File: src/sv/stk_pkg.sv
`timescale 1ns / 1ps
`default_nettype none

package stk_pkg;

    // Operation codes carried in the action field.
    typedef enum logic [1:0] {
        ACT_PUSH  = 2'd0,
        ACT_POP   = 2'd1,
        ACT_DEDUP = 2'd2
    } action_t;

    // Result status codes.
    typedef enum logic [1:0] {
        ST_OK    = 2'd0,
        ST_EMPTY = 2'd1,
        ST_FULL  = 2'd2
    } status_t;

    // Controller states.
    typedef enum logic [2:0] {
        S_IDLE,
        S_POP_WAIT,
        S_RD_I,
        S_LD_I,
        S_SCAN,
        S_DONE
    } state_t;

    localparam int DATA_W  = 32;
    localparam int DEPTH_W = 7;

    // One finished result, handed from the controller to the output register.
    typedef struct packed {
        status_t                   status;
        logic signed [DATA_W-1:0]  popped_value;
        logic [DEPTH_W-1:0]        depth;
    } result_t;

endpackage

`default_nettype wire

File: src/sv/stk_in_if.sv
`timescale 1ns / 1ps
`default_nettype none

interface stk_in_if;
    logic                                 valid;
    logic                                 ready;
    logic [1:0]                           action;
    logic signed [stk_pkg::DATA_W-1:0]    push_value;

    modport source (output valid, output action, output push_value, input ready);
    modport sink   (input valid, input action, input push_value, output ready);
endinterface

`default_nettype wire

File: src/sv/stk_out_if.sv
`timescale 1ns / 1ps
`default_nettype none

interface stk_out_if;
    logic                                 valid;
    logic                                 ready;
    logic [1:0]                           status;
    logic signed [stk_pkg::DATA_W-1:0]    popped_value;
    logic [stk_pkg::DEPTH_W-1:0]          depth;

    modport source (output valid, output status, output popped_value, output depth,
                    input ready);
    modport sink   (input valid, input status, input popped_value, input depth,
                    output ready);
endinterface

`default_nettype wire

File: src/sv/stk_mem.sv
`timescale 1ns / 1ps
`default_nettype none

// Stack storage: one write port, one read port with registered read data.
// A read at the address being written in the same cycle returns the old data;
// the controller never relies on that case.
module stk_mem #(
    parameter int DEPTH = 64,
    parameter int AW    = 6
) (
    input  wire logic                          clk,
    input  wire logic                          we,
    input  wire logic [AW-1:0]                 waddr,
    input  wire logic [stk_pkg::DATA_W-1:0]    wdata,
    input  wire logic [AW-1:0]                 raddr,
    output logic [stk_pkg::DATA_W-1:0]         rdata
);

    logic [stk_pkg::DATA_W-1:0] mem_reg [DEPTH];
    logic [stk_pkg::DATA_W-1:0] rdata_reg;

    // Write port.
    always_ff @(posedge clk)
    begin
        if (we)
        begin
            mem_reg[waddr] <= wdata;
        end
    end

    // Read port with registered read data.
    always_ff @(posedge clk)
    begin
        rdata_reg <= mem_reg[raddr];
    end

    assign rdata = rdata_reg;

endmodule

`default_nettype wire

File: src/sv/stk_ctrl.sv
`timescale 1ns / 1ps
`default_nettype none

// Stack controller. Push and pop touch one memory entry. Deduplication walks
// the stack from the bottom up: an entry survives when no newer entry above it
// holds the same value, and survivors are written down to a compaction pointer
// that never passes the entry being examined, so the scan above stays intact.
module stk_ctrl #(
    parameter int STACK_DEPTH = 64,
    parameter int AW          = 6,
    parameter int CW          = 7
) (
    input  wire logic                          clk,
    input  wire logic                          rst_n,
    stk_in_if.sink                             op,
    output logic                               res_valid,
    input  wire logic                          res_take,
    output stk_pkg::result_t                   res_data,
    output logic                               mem_we,
    output logic [AW-1:0]                      mem_waddr,
    output logic [stk_pkg::DATA_W-1:0]         mem_wdata,
    output logic [AW-1:0]                      mem_raddr,
    input  wire logic [stk_pkg::DATA_W-1:0]    mem_rdata
);

    stk_pkg::state_t              state_reg, state_next;
    logic [CW-1:0]                count_reg, count_next;
    logic [CW-1:0]                i_reg, i_next;
    logic [CW-1:0]                j_reg, j_next;
    logic [CW-1:0]                w_reg, w_next;
    logic [stk_pkg::DATA_W-1:0]   v_reg, v_next;
    logic                         pend_reg, pend_next;
    stk_pkg::result_t             res_reg, res_next;

    logic [CW-1:0]                count_inc;
    logic [CW-1:0]                count_dec;
    logic [CW-1:0]                i_inc;
    logic [CW-1:0]                w_inc;
    logic                         accept;
    logic                         issue;
    logic                         hit;

    assign count_inc = count_reg + CW'(1);
    assign count_dec = count_reg - CW'(1);
    assign i_inc     = i_reg + CW'(1);
    assign w_inc     = w_reg + CW'(1);
    assign op.ready  = (state_reg == stk_pkg::S_IDLE);
    assign accept    = op.valid && op.ready;
    assign issue     = (j_reg < count_reg);
    assign hit       = pend_reg && (mem_rdata == v_reg);
    assign res_valid = (state_reg == stk_pkg::S_DONE);
    assign res_data  = res_reg;

    // State and datapath registers.
    always_ff @(posedge clk or negedge rst_n)
    begin
        if (!rst_n)
        begin
            state_reg <= stk_pkg::S_IDLE;
            count_reg <= '0;
            pend_reg  <= 1'b0;
        end
        else
        begin
            state_reg <= state_next;
            count_reg <= count_next;
            pend_reg  <= pend_next;
        end
    end

    always_ff @(posedge clk)
    begin
        i_reg   <= i_next;
        j_reg   <= j_next;
        w_reg   <= w_next;
        v_reg   <= v_next;
        res_reg <= res_next;
    end

    // Next state, memory port and result.
    always_comb
    begin
        state_next = state_reg;
        count_next = count_reg;
        i_next     = i_reg;
        j_next     = j_reg;
        w_next     = w_reg;
        v_next     = v_reg;
        pend_next  = 1'b0;
        res_next   = res_reg;
        mem_we     = 1'b0;
        mem_waddr  = count_reg[AW-1:0];
        mem_wdata  = op.push_value;
        mem_raddr  = i_reg[AW-1:0];

        case (state_reg)
            stk_pkg::S_IDLE:
            begin
                if (accept)
                begin
                    res_next.status       = stk_pkg::ST_OK;
                    res_next.popped_value = '0;
                    res_next.depth        = stk_pkg::DEPTH_W'(count_reg);
                    state_next            = stk_pkg::S_DONE;
                    if (op.action == stk_pkg::ACT_PUSH)
                    begin
                        if (count_reg == CW'(STACK_DEPTH))
                        begin
                            res_next.status = stk_pkg::ST_FULL;
                        end
                        else
                        begin
                            mem_we         = 1'b1;
                            count_next     = count_inc;
                            res_next.depth = stk_pkg::DEPTH_W'(count_inc);
                        end
                    end
                    else if (op.action == stk_pkg::ACT_POP)
                    begin
                        if (count_reg == '0)
                        begin
                            res_next.status = stk_pkg::ST_EMPTY;
                        end
                        else
                        begin
                            mem_raddr  = count_dec[AW-1:0];
                            count_next = count_dec;
                            state_next = stk_pkg::S_POP_WAIT;
                        end
                    end
                    else if (op.action == stk_pkg::ACT_DEDUP)
                    begin
                        if (count_reg != '0)
                        begin
                            i_next     = '0;
                            w_next     = '0;
                            state_next = stk_pkg::S_RD_I;
                        end
                    end
                end
            end

            stk_pkg::S_POP_WAIT:
            begin
                res_next.popped_value = mem_rdata;
                res_next.depth        = stk_pkg::DEPTH_W'(count_reg);
                state_next            = stk_pkg::S_DONE;
            end

            // Fetch the entry under examination.
            stk_pkg::S_RD_I:
            begin
                mem_raddr  = i_reg[AW-1:0];
                state_next = stk_pkg::S_LD_I;
            end

            stk_pkg::S_LD_I:
            begin
                v_next     = mem_rdata;
                j_next     = i_inc;
                state_next = stk_pkg::S_SCAN;
            end

            // Stream the newer entries and compare each against the held value.
            stk_pkg::S_SCAN:
            begin
                mem_raddr = j_reg[AW-1:0];
                if (hit || (!issue && !pend_reg))
                begin
                    if (!hit)
                    begin
                        mem_we    = 1'b1;
                        mem_waddr = w_reg[AW-1:0];
                        mem_wdata = v_reg;
                        w_next    = w_inc;
                    end
                    i_next = i_inc;
                    if (i_inc == count_reg)
                    begin
                        count_next     = hit ? w_reg : w_inc;
                        res_next.depth = stk_pkg::DEPTH_W'(hit ? w_reg : w_inc);
                        state_next     = stk_pkg::S_DONE;
                    end
                    else
                    begin
                        state_next = stk_pkg::S_RD_I;
                    end
                end
                else
                begin
                    pend_next = issue;
                    if (issue)
                    begin
                        j_next = j_reg + CW'(1);
                    end
                end
            end

            stk_pkg::S_DONE:
            begin
                if (res_take)
                begin
                    state_next = stk_pkg::S_IDLE;
                end
            end

            default:
            begin
                state_next = stk_pkg::S_IDLE;
            end
        endcase
    end

endmodule

`default_nettype wire

File: src/sv/stack_with_duplicate_removal_core.sv
// Deduplication of n entries reads each entry in turn, then the entries above it
// stream through the memory read port; a match ends that scan early.
// One item is in work at a time; the next beat can be taken in the cycle after a result
// moves to the output register, which may still be waiting for the sink.
// Reset clears the control state and the entry count; the memory is not cleared.
`timescale 1ns / 1ps
`default_nettype none

module stack_with_duplicate_removal_core #(
    parameter int STACK_DEPTH = 64
) (
    input  wire logic    clk,
    input  wire logic    rst_n,
    stk_in_if.sink       op,
    stk_out_if.source    result
);

    localparam int AW = $clog2(STACK_DEPTH);
    localparam int CW = $clog2(STACK_DEPTH + 1);

    logic                         res_valid;
    logic                         res_take;
    stk_pkg::result_t             res_data;
    logic                         mem_we;
    logic [AW-1:0]                mem_waddr;
    logic [stk_pkg::DATA_W-1:0]   mem_wdata;
    logic [AW-1:0]                mem_raddr;
    logic [stk_pkg::DATA_W-1:0]   mem_rdata;
    logic                         out_valid_reg, out_valid_next;
    stk_pkg::result_t             out_data_reg;

    stk_ctrl #(
        .STACK_DEPTH (STACK_DEPTH),
        .AW          (AW),
        .CW          (CW)
    ) u_ctrl (
        .clk       (clk),
        .rst_n     (rst_n),
        .op        (op),
        .res_valid (res_valid),
        .res_take  (res_take),
        .res_data  (res_data),
        .mem_we    (mem_we),
        .mem_waddr (mem_waddr),
        .mem_wdata (mem_wdata),
        .mem_raddr (mem_raddr),
        .mem_rdata (mem_rdata)
    );

    stk_mem #(
        .DEPTH (STACK_DEPTH),
        .AW    (AW)
    ) u_mem (
        .clk   (clk),
        .we    (mem_we),
        .waddr (mem_waddr),
        .wdata (mem_wdata),
        .raddr (mem_raddr),
        .rdata (mem_rdata)
    );

    // Output register: loads a finished result whenever it is empty or draining.
    assign res_take       = res_valid && (!out_valid_reg || result.ready);
    assign out_valid_next = res_take || (out_valid_reg && !result.ready);

    always_ff @(posedge clk or negedge rst_n)
    begin
        if (!rst_n)
        begin
            out_valid_reg <= 1'b0;
        end
        else
        begin
            out_valid_reg <= out_valid_next;
        end
    end

    always_ff @(posedge clk)
    begin
        if (res_take)
        begin
            out_data_reg <= res_data;
        end
    end

    assign result.valid        = out_valid_reg;
    assign result.status       = out_data_reg.status;
    assign result.popped_value = out_data_reg.popped_value;
    assign result.depth        = out_data_reg.depth;

    // Every accepted item takes the controller out of its idle state.
    a_busy_after_accept: assert property (@(posedge clk) disable iff (!rst_n)
        op.valid && op.ready |=> !op.ready)
        else $error("input accepted on two consecutive cycles");

    // A result handed over always appears at the output on the next cycle.
    a_take_loads: assert property (@(posedge clk) disable iff (!rst_n)
        res_take |=> result.valid)
        else $error("result lost between controller and output register");

    // A failed push or pop never reports a value.
    a_fail_no_value: assert property (@(posedge clk) disable iff (!rst_n)
        result.valid && (result.status != stk_pkg::ST_OK) |-> result.popped_value == '0)
        else $error("nonzero value with error status");

    // A pop on empty leaves the stack empty.
    a_empty_depth: assert property (@(posedge clk) disable iff (!rst_n)
        result.valid && (result.status == stk_pkg::ST_EMPTY) |-> result.depth == '0)
        else $error("empty status with nonzero depth");

endmodule

`default_nettype wire

File: src/flat_wrapper.sv
// flat-port wrapper written by rule: the top's interface ports become plain ports
module stack_with_duplicate_removal_core_flat 
#(
    parameter int STACK_DEPTH = 64
)
  (clk, rst_n, op_valid, op_action, op_push_value, op_ready, result_valid, result_status, result_popped_value, result_depth, result_ready);
  stk_in_if op_i ();
  stk_out_if result_i ();
  input  wire logic clk;
  input  wire logic rst_n;
  input wire logic [$bits(op_i.valid)-1:0] op_valid;
  input wire logic [$bits(op_i.action)-1:0] op_action;
  input wire logic [$bits(op_i.push_value)-1:0] op_push_value;
  output wire logic [$bits(op_i.ready)-1:0] op_ready;
  output wire logic [$bits(result_i.valid)-1:0] result_valid;
  output wire logic [$bits(result_i.status)-1:0] result_status;
  output wire logic [$bits(result_i.popped_value)-1:0] result_popped_value;
  output wire logic [$bits(result_i.depth)-1:0] result_depth;
  input wire logic [$bits(result_i.ready)-1:0] result_ready;
  assign op_i.valid = op_valid;
  assign op_i.action = op_action;
  assign op_i.push_value = op_push_value;
  assign op_ready = op_i.ready;
  assign result_valid = result_i.valid;
  assign result_status = result_i.status;
  assign result_popped_value = result_i.popped_value;
  assign result_depth = result_i.depth;
  assign result_i.ready = result_ready;
  stack_with_duplicate_removal_core #(.STACK_DEPTH(STACK_DEPTH)) u_core (.clk(clk), .rst_n(rst_n), .op(op_i), .result(result_i));
endmodule
File: config.mk
export PLATFORM = sky130hd
export DESIGN_NAME = stack_with_duplicate_removal_core_flat
export DESIGN_NICKNAME = d
export VERILOG_FILES = /design/src/sv/stk_pkg.sv /design/src/sv/stk_in_if.sv /design/src/sv/stk_out_if.sv /design/src/sv/stk_mem.sv /design/src/sv/stk_ctrl.sv /design/src/sv/stack_with_duplicate_removal_core.sv /design/src/flat_wrapper.sv
export SDC_FILE = /design/constraint.sdc
export NUM_CORES = 2
export LEC_CHECK = 0
export BUFFER_PORTS_ARGS = -buffer_cell sky130_fd_sc_hd__buf_2
export CAP_MARGIN = 20
export CORE_ASPECT_RATIO = 1.25
export CORE_MARGIN = 8
export CORE_UTILIZATION = 30
export DETAILED_ROUTE_END_ITERATION = 12
export PLACE_DENSITY_LB_ADDON = 0.3
export SYNTH_ARGS = -nofsm -noshare
export SYNTH_HDL_FRONTEND = slang
export SYNTH_HIERARCHICAL = 1
export SYNTH_SLANG_ARGS = --single-unit
File: constraint.sdc
create_clock -name clk -period 6.3 [get_ports clk]
set_clock_uncertainty 0.15 [all_clocks]
set_input_delay 0.945 -clock clk [delete_from_list [all_inputs] [get_ports clk]]
set_output_delay 0.945 -clock clk [all_outputs]
set_load 0.01 [all_outputs]
==> results.yml <==
routing:
  drt_iter0_markers: 3851
  drc_violations: 0
  ant_nets: 0
  avg_vias_per_cell: 5.055
  detail_route.wirelength_um: 231100
  routed_len_inst_um: 28.32
  dr_total_vias: 41240
  drt_pass1_iterations: 5
sta:
  timing.max_slew.rel_slack: 0.2497
  worstMarginPinSlew_ns: 1.125
  hold_viol: 0
  fmax_ghz: 0.1687
  fin_crit_ns: 5.928
  setup_viols_final: 0
  grt_setup_unrepaired: "false"
  holdWs_ns: 0.2435
  final.period_utilization: 0.9409
  slew_violations: 0
  setup_tns_ns: 0
final_layout:
  layout_common_cells: "sky130_fd_sc_hd__edfxtp_1, sky130_fd_sc_hd__mux4_2, sky130_fd_sc_hd__clkbuf_16"
  syn_to_final_growth_pct: 16.34
  layout_commonest_cell: "sky130_fd_sc_hd__edfxtp_1"
  final_layout_size_suffix_gt1_frac: 0.2954
  fin_nets: 4275
  largest_reg_flops: 2048
hold_path:
  hold_path_end: "u_core/result.valid$_DFF_PN0_"
  timing.hold.worst_path_depth: 3
  worstHoldStart: "result_ready"
  holdCritPathClass: "input pin to register"
clock_network:
  clock_insertion_delay_worst_skew_ns: 0.87
  ctsHtreeMaxLevel: 4
  path_clk_slew_ns: 0.07
  clock_path_buffers: 4
  cts_buffers: 214
  cts_tree: "built"
  cts_sinks: 2227
  cts-root-buf: "sky130_fd_sc_hd__clkbuf_16"
logic_synthesis:
  synth.distinct_cells: 77
  synth-edff-count: 2183
  syn_inst: 3911
  yosys_warnings: 6
  post_synth_xor_area_fraction: 0.007006
  synth.area.mux_share: 0.1588
  synthesized_area_fraction_occupied_by_adder_cells: 0.001602
  post_synth.cell_area_avg_um2: 21.96
  largest_family_of_logic_cells_by_synthesized_area: "multiplexers"
  synth_ff_type: "sky130_fd_sc_hd__edfxtp_1"
  synth_compound_area_frac: 0.02224
  postSynthRegisterBits: 2227
  mappedNetlistArea_um2: 85900
  post_synth_simple_gate_area: 0.02342
  mappedNetlistNets: 3960
  ffs_w_async_s_r_synth: 0.005388
  synth.yosys.seq_area_share: 0.7741
global_routing:
  global_route_wire_length_before_repair_um: 326600
  grt_pass1_vias: 42534
  grt_start_max_net_pins: 65
  grt_util_met3: 0.02055
  groute.layer.met2.usage: 0.2654
  antenna_found_initial: 9
  use_met1: 0.1884
  grt_busiest_layer: "met2"
  globalRouteOverflowTotal: 0
  combined_global_route_utilization_of_all_metal_layers: 0.1477
worst_setup_path:
  timing.reg2reg.setup_slack_ns: 0.37
  end_kind: "register"
  crit_required_ns: 6.81
  r2r_end: "u_core/u_mem/rdata[13]$_DFF_P_"
  worst-setup-path-type: "register to register"
  critical_path.reg2reg.startpoint: "u_core/u_ctrl/count_reg[1]$_DFFE_PN0P_"
  critical_path_arrival_ns: 6.44
  cell_depth_of_the_worst_flop_to_flop_path: 14
  kind_of_start_point_of_the_critical_path: "register"
  worstPathMaxFanout: 45
floorplanning:
  die_y_extent_um: 614.3
  die_x_um: 494.6
  placeableCoreArea_um2: 284700
  initial_utilization: 0.3017
  io_pins: 81
  std_cell_rows: 219
  design.die.area_um2: 303800
run:
  max_cap_violations: 0
placed_design:
  port-buffer-count: 80
  gpl.final_weighted_congestion: 0.8243
  dp.final_hpwl_um: 138500
power:
  power_leakage_nw: 30.94
  power_per_cell_area_nw_per_um2: 494.8
  ir_drop_mv: 0.3164
run_status:
  status: "completed"
## worst max path at each step
stage,endpoint,slack (ns),depth (start not counted),from
3_5_place_dp,u_core/u_mem/rdata[15]$_DFF_P_,0.24,13,u_core/u_ctrl/count_reg[0]$_DFFE_PN0P_
6_report,u_core/u_mem/rdata[13]$_DFF_P_,0.37,14,u_core/u_ctrl/count_reg[1]$_DFFE_PN0P_
3_3_place_gp,u_core/u_mem/rdata[22]$_DFF_P_,0.23,14,u_core/u_ctrl/count_reg[0]$_DFFE_PN0P_
2_1_floorplan,u_core/u_mem/mem_reg[48][0]$_DFFE_PP_,0.70,12,u_core/u_ctrl/count_reg[4]$_DFFE_PN0P_
4_1_cts,u_core/u_mem/rdata[22]$_DFF_P_,0.24,14,u_core/u_ctrl/count_reg[0]$_DFFE_PN0P_
5_1_grt,u_core/u_mem/rdata[15]$_DFF_P_,0.16,14,u_core/u_ctrl/count_reg[0]$_DFFE_PN0P_
## logic make-up (layout without fill, tap and decap cells)
family | count (synthesis) | in the layout
other | 0 | 4
adder cells (fa/ha/maj) | 11 | 11
flip-flops | 2227 | 2227
XOR/XNOR | 60 | 60
buffers and inverters | 231 | 717
multiplexers | 678 | 678
AND/OR/NAND/NOR | 415 | 415
AO/OA/AOI/OAI | 289 | 289
## worst max-delay path, stage by stage, from the launching register on
cell and delay, ns:
sky130_fd_sc_hd__dfrtp_1 0.53, sky130_fd_sc_hd__inv_1 0.17, sky130_fd_sc_hd__ha_1 0.28, sky130_fd_sc_hd__or4b_4 0.51, sky130_fd_sc_hd__nor3_2 0.22, sky130_fd_sc_hd__nor3_2 0.15
sky130_fd_sc_hd__o21ai_1 0.24, sky130_fd_sc_hd__nand2_1 0.13, sky130_fd_sc_hd__nand2_4 0.52, sky130_fd_sc_hd__buf_12 0.42, sky130_fd_sc_hd__buf_12 0.31, sky130_fd_sc_hd__mux4_2 0.55
sky130_fd_sc_hd__mux4_2 0.52, sky130_fd_sc_hd__o22ai_1 0.69, sky130_fd_sc_hd__nor2_1 0.26
## routing by layer
layer / part of all wire / up-vias
met4: 0.023 / 2
li1: - / 17092
met3: 0.051 / 312
met5: 0.000056 / -
met2: 0.52 / 1278
met1: 0.40 / 22556
## repair_timing
action	in CTS	in global routing
setup endpoints to repair	0	1
hold buffers	1	0
setup buffers	0	0
resized for setup	0	1
endpoints found under the hold margin	12	0
## through the flow
stage / instances / power, W / util / instance area (µm²) / setup WS [ns]
finish: 8158 / 0.04945 / 0.3510 / 99940 / 0.3722
global route: 8156 / 0.05133 / 0.3510 / 99930 / 0.1573
detailed placement: 7760 / 0.03691 / 0.3258 / 92770 / 0.2380
global placement: 7755 / 0.03680 / 0.3255 / 92660 / 0.2264
floorplan: 3911 / 0.02986 / - / 85900 / 0.6992
CTS: 8148 / 0.04997 / 0.3506 / 99800 / 0.2421
## cell usage after synthesis (17+ instances only)
cell / n / share of area
sky130_fd_sc_hd__o221ai_1: 32 / 0.0033
sky130_fd_sc_hd__o22ai_1: 90 / 0.0066
sky130_fd_sc_hd__buf_4: 28 / 0.0024
sky130_fd_sc_hd__dfxtp_1: 32 / 0.0075
sky130_fd_sc_hd__and3_1: 42 / 0.0031
sky130_fd_sc_hd__nor2b_1: 17 / 0.0012
sky130_fd_sc_hd__xnor2_1: 50 / 0.0051
sky130_fd_sc_hd__mux2i_1: 98 / 0.011
sky130_fd_sc_hd__edfxtp_1: 2183 / 0.76
sky130_fd_sc_hd__buf_2: 63 / 0.0037
sky130_fd_sc_hd__a21oi_1: 83 / 0.0048
sky130_fd_sc_hd__nand2_1: 60 / 0.0026
sky130_fd_sc_hd__nand4_1: 17 / 0.0012
sky130_fd_sc_hd__mux2_2: 30 / 0.0039
sky130_fd_sc_hd__nor2_1: 184 / 0.0080
sky130_fd_sc_hd__nand3_1: 21 / 0.0012
sky130_fd_sc_hd__mux4_2: 544 / 0.14
sky130_fd_sc_hd__buf_1: 24 / 0.0010
sky130_fd_sc_hd__clkbuf_1: 90 / 0.0039
## area by class of cell
type	count	area (µm²)
antenna	4	10.01
clock buffer	260	5600
clock inverter	127	1424
fill	26150	184800
inverter	19	78.83
multi-input combinational	1453	18850
sequential	2227	66490
tap	3757	4701
timing repair buffer	311	2783
## where the power goes
| group | total [W] | internal, W | switching, W |
|---|---|---|---|
| combinational | 0.0177 | 0.00718 | 0.0106 |
| sequential | 0.0187 | 0.0181 | 0.000536 |
| clock | 0.0130 | 0.00749 | 0.00556 |
| total | 0.0494 | 0.0328 | 0.0167 |
(Power assumes the default switching activity.)
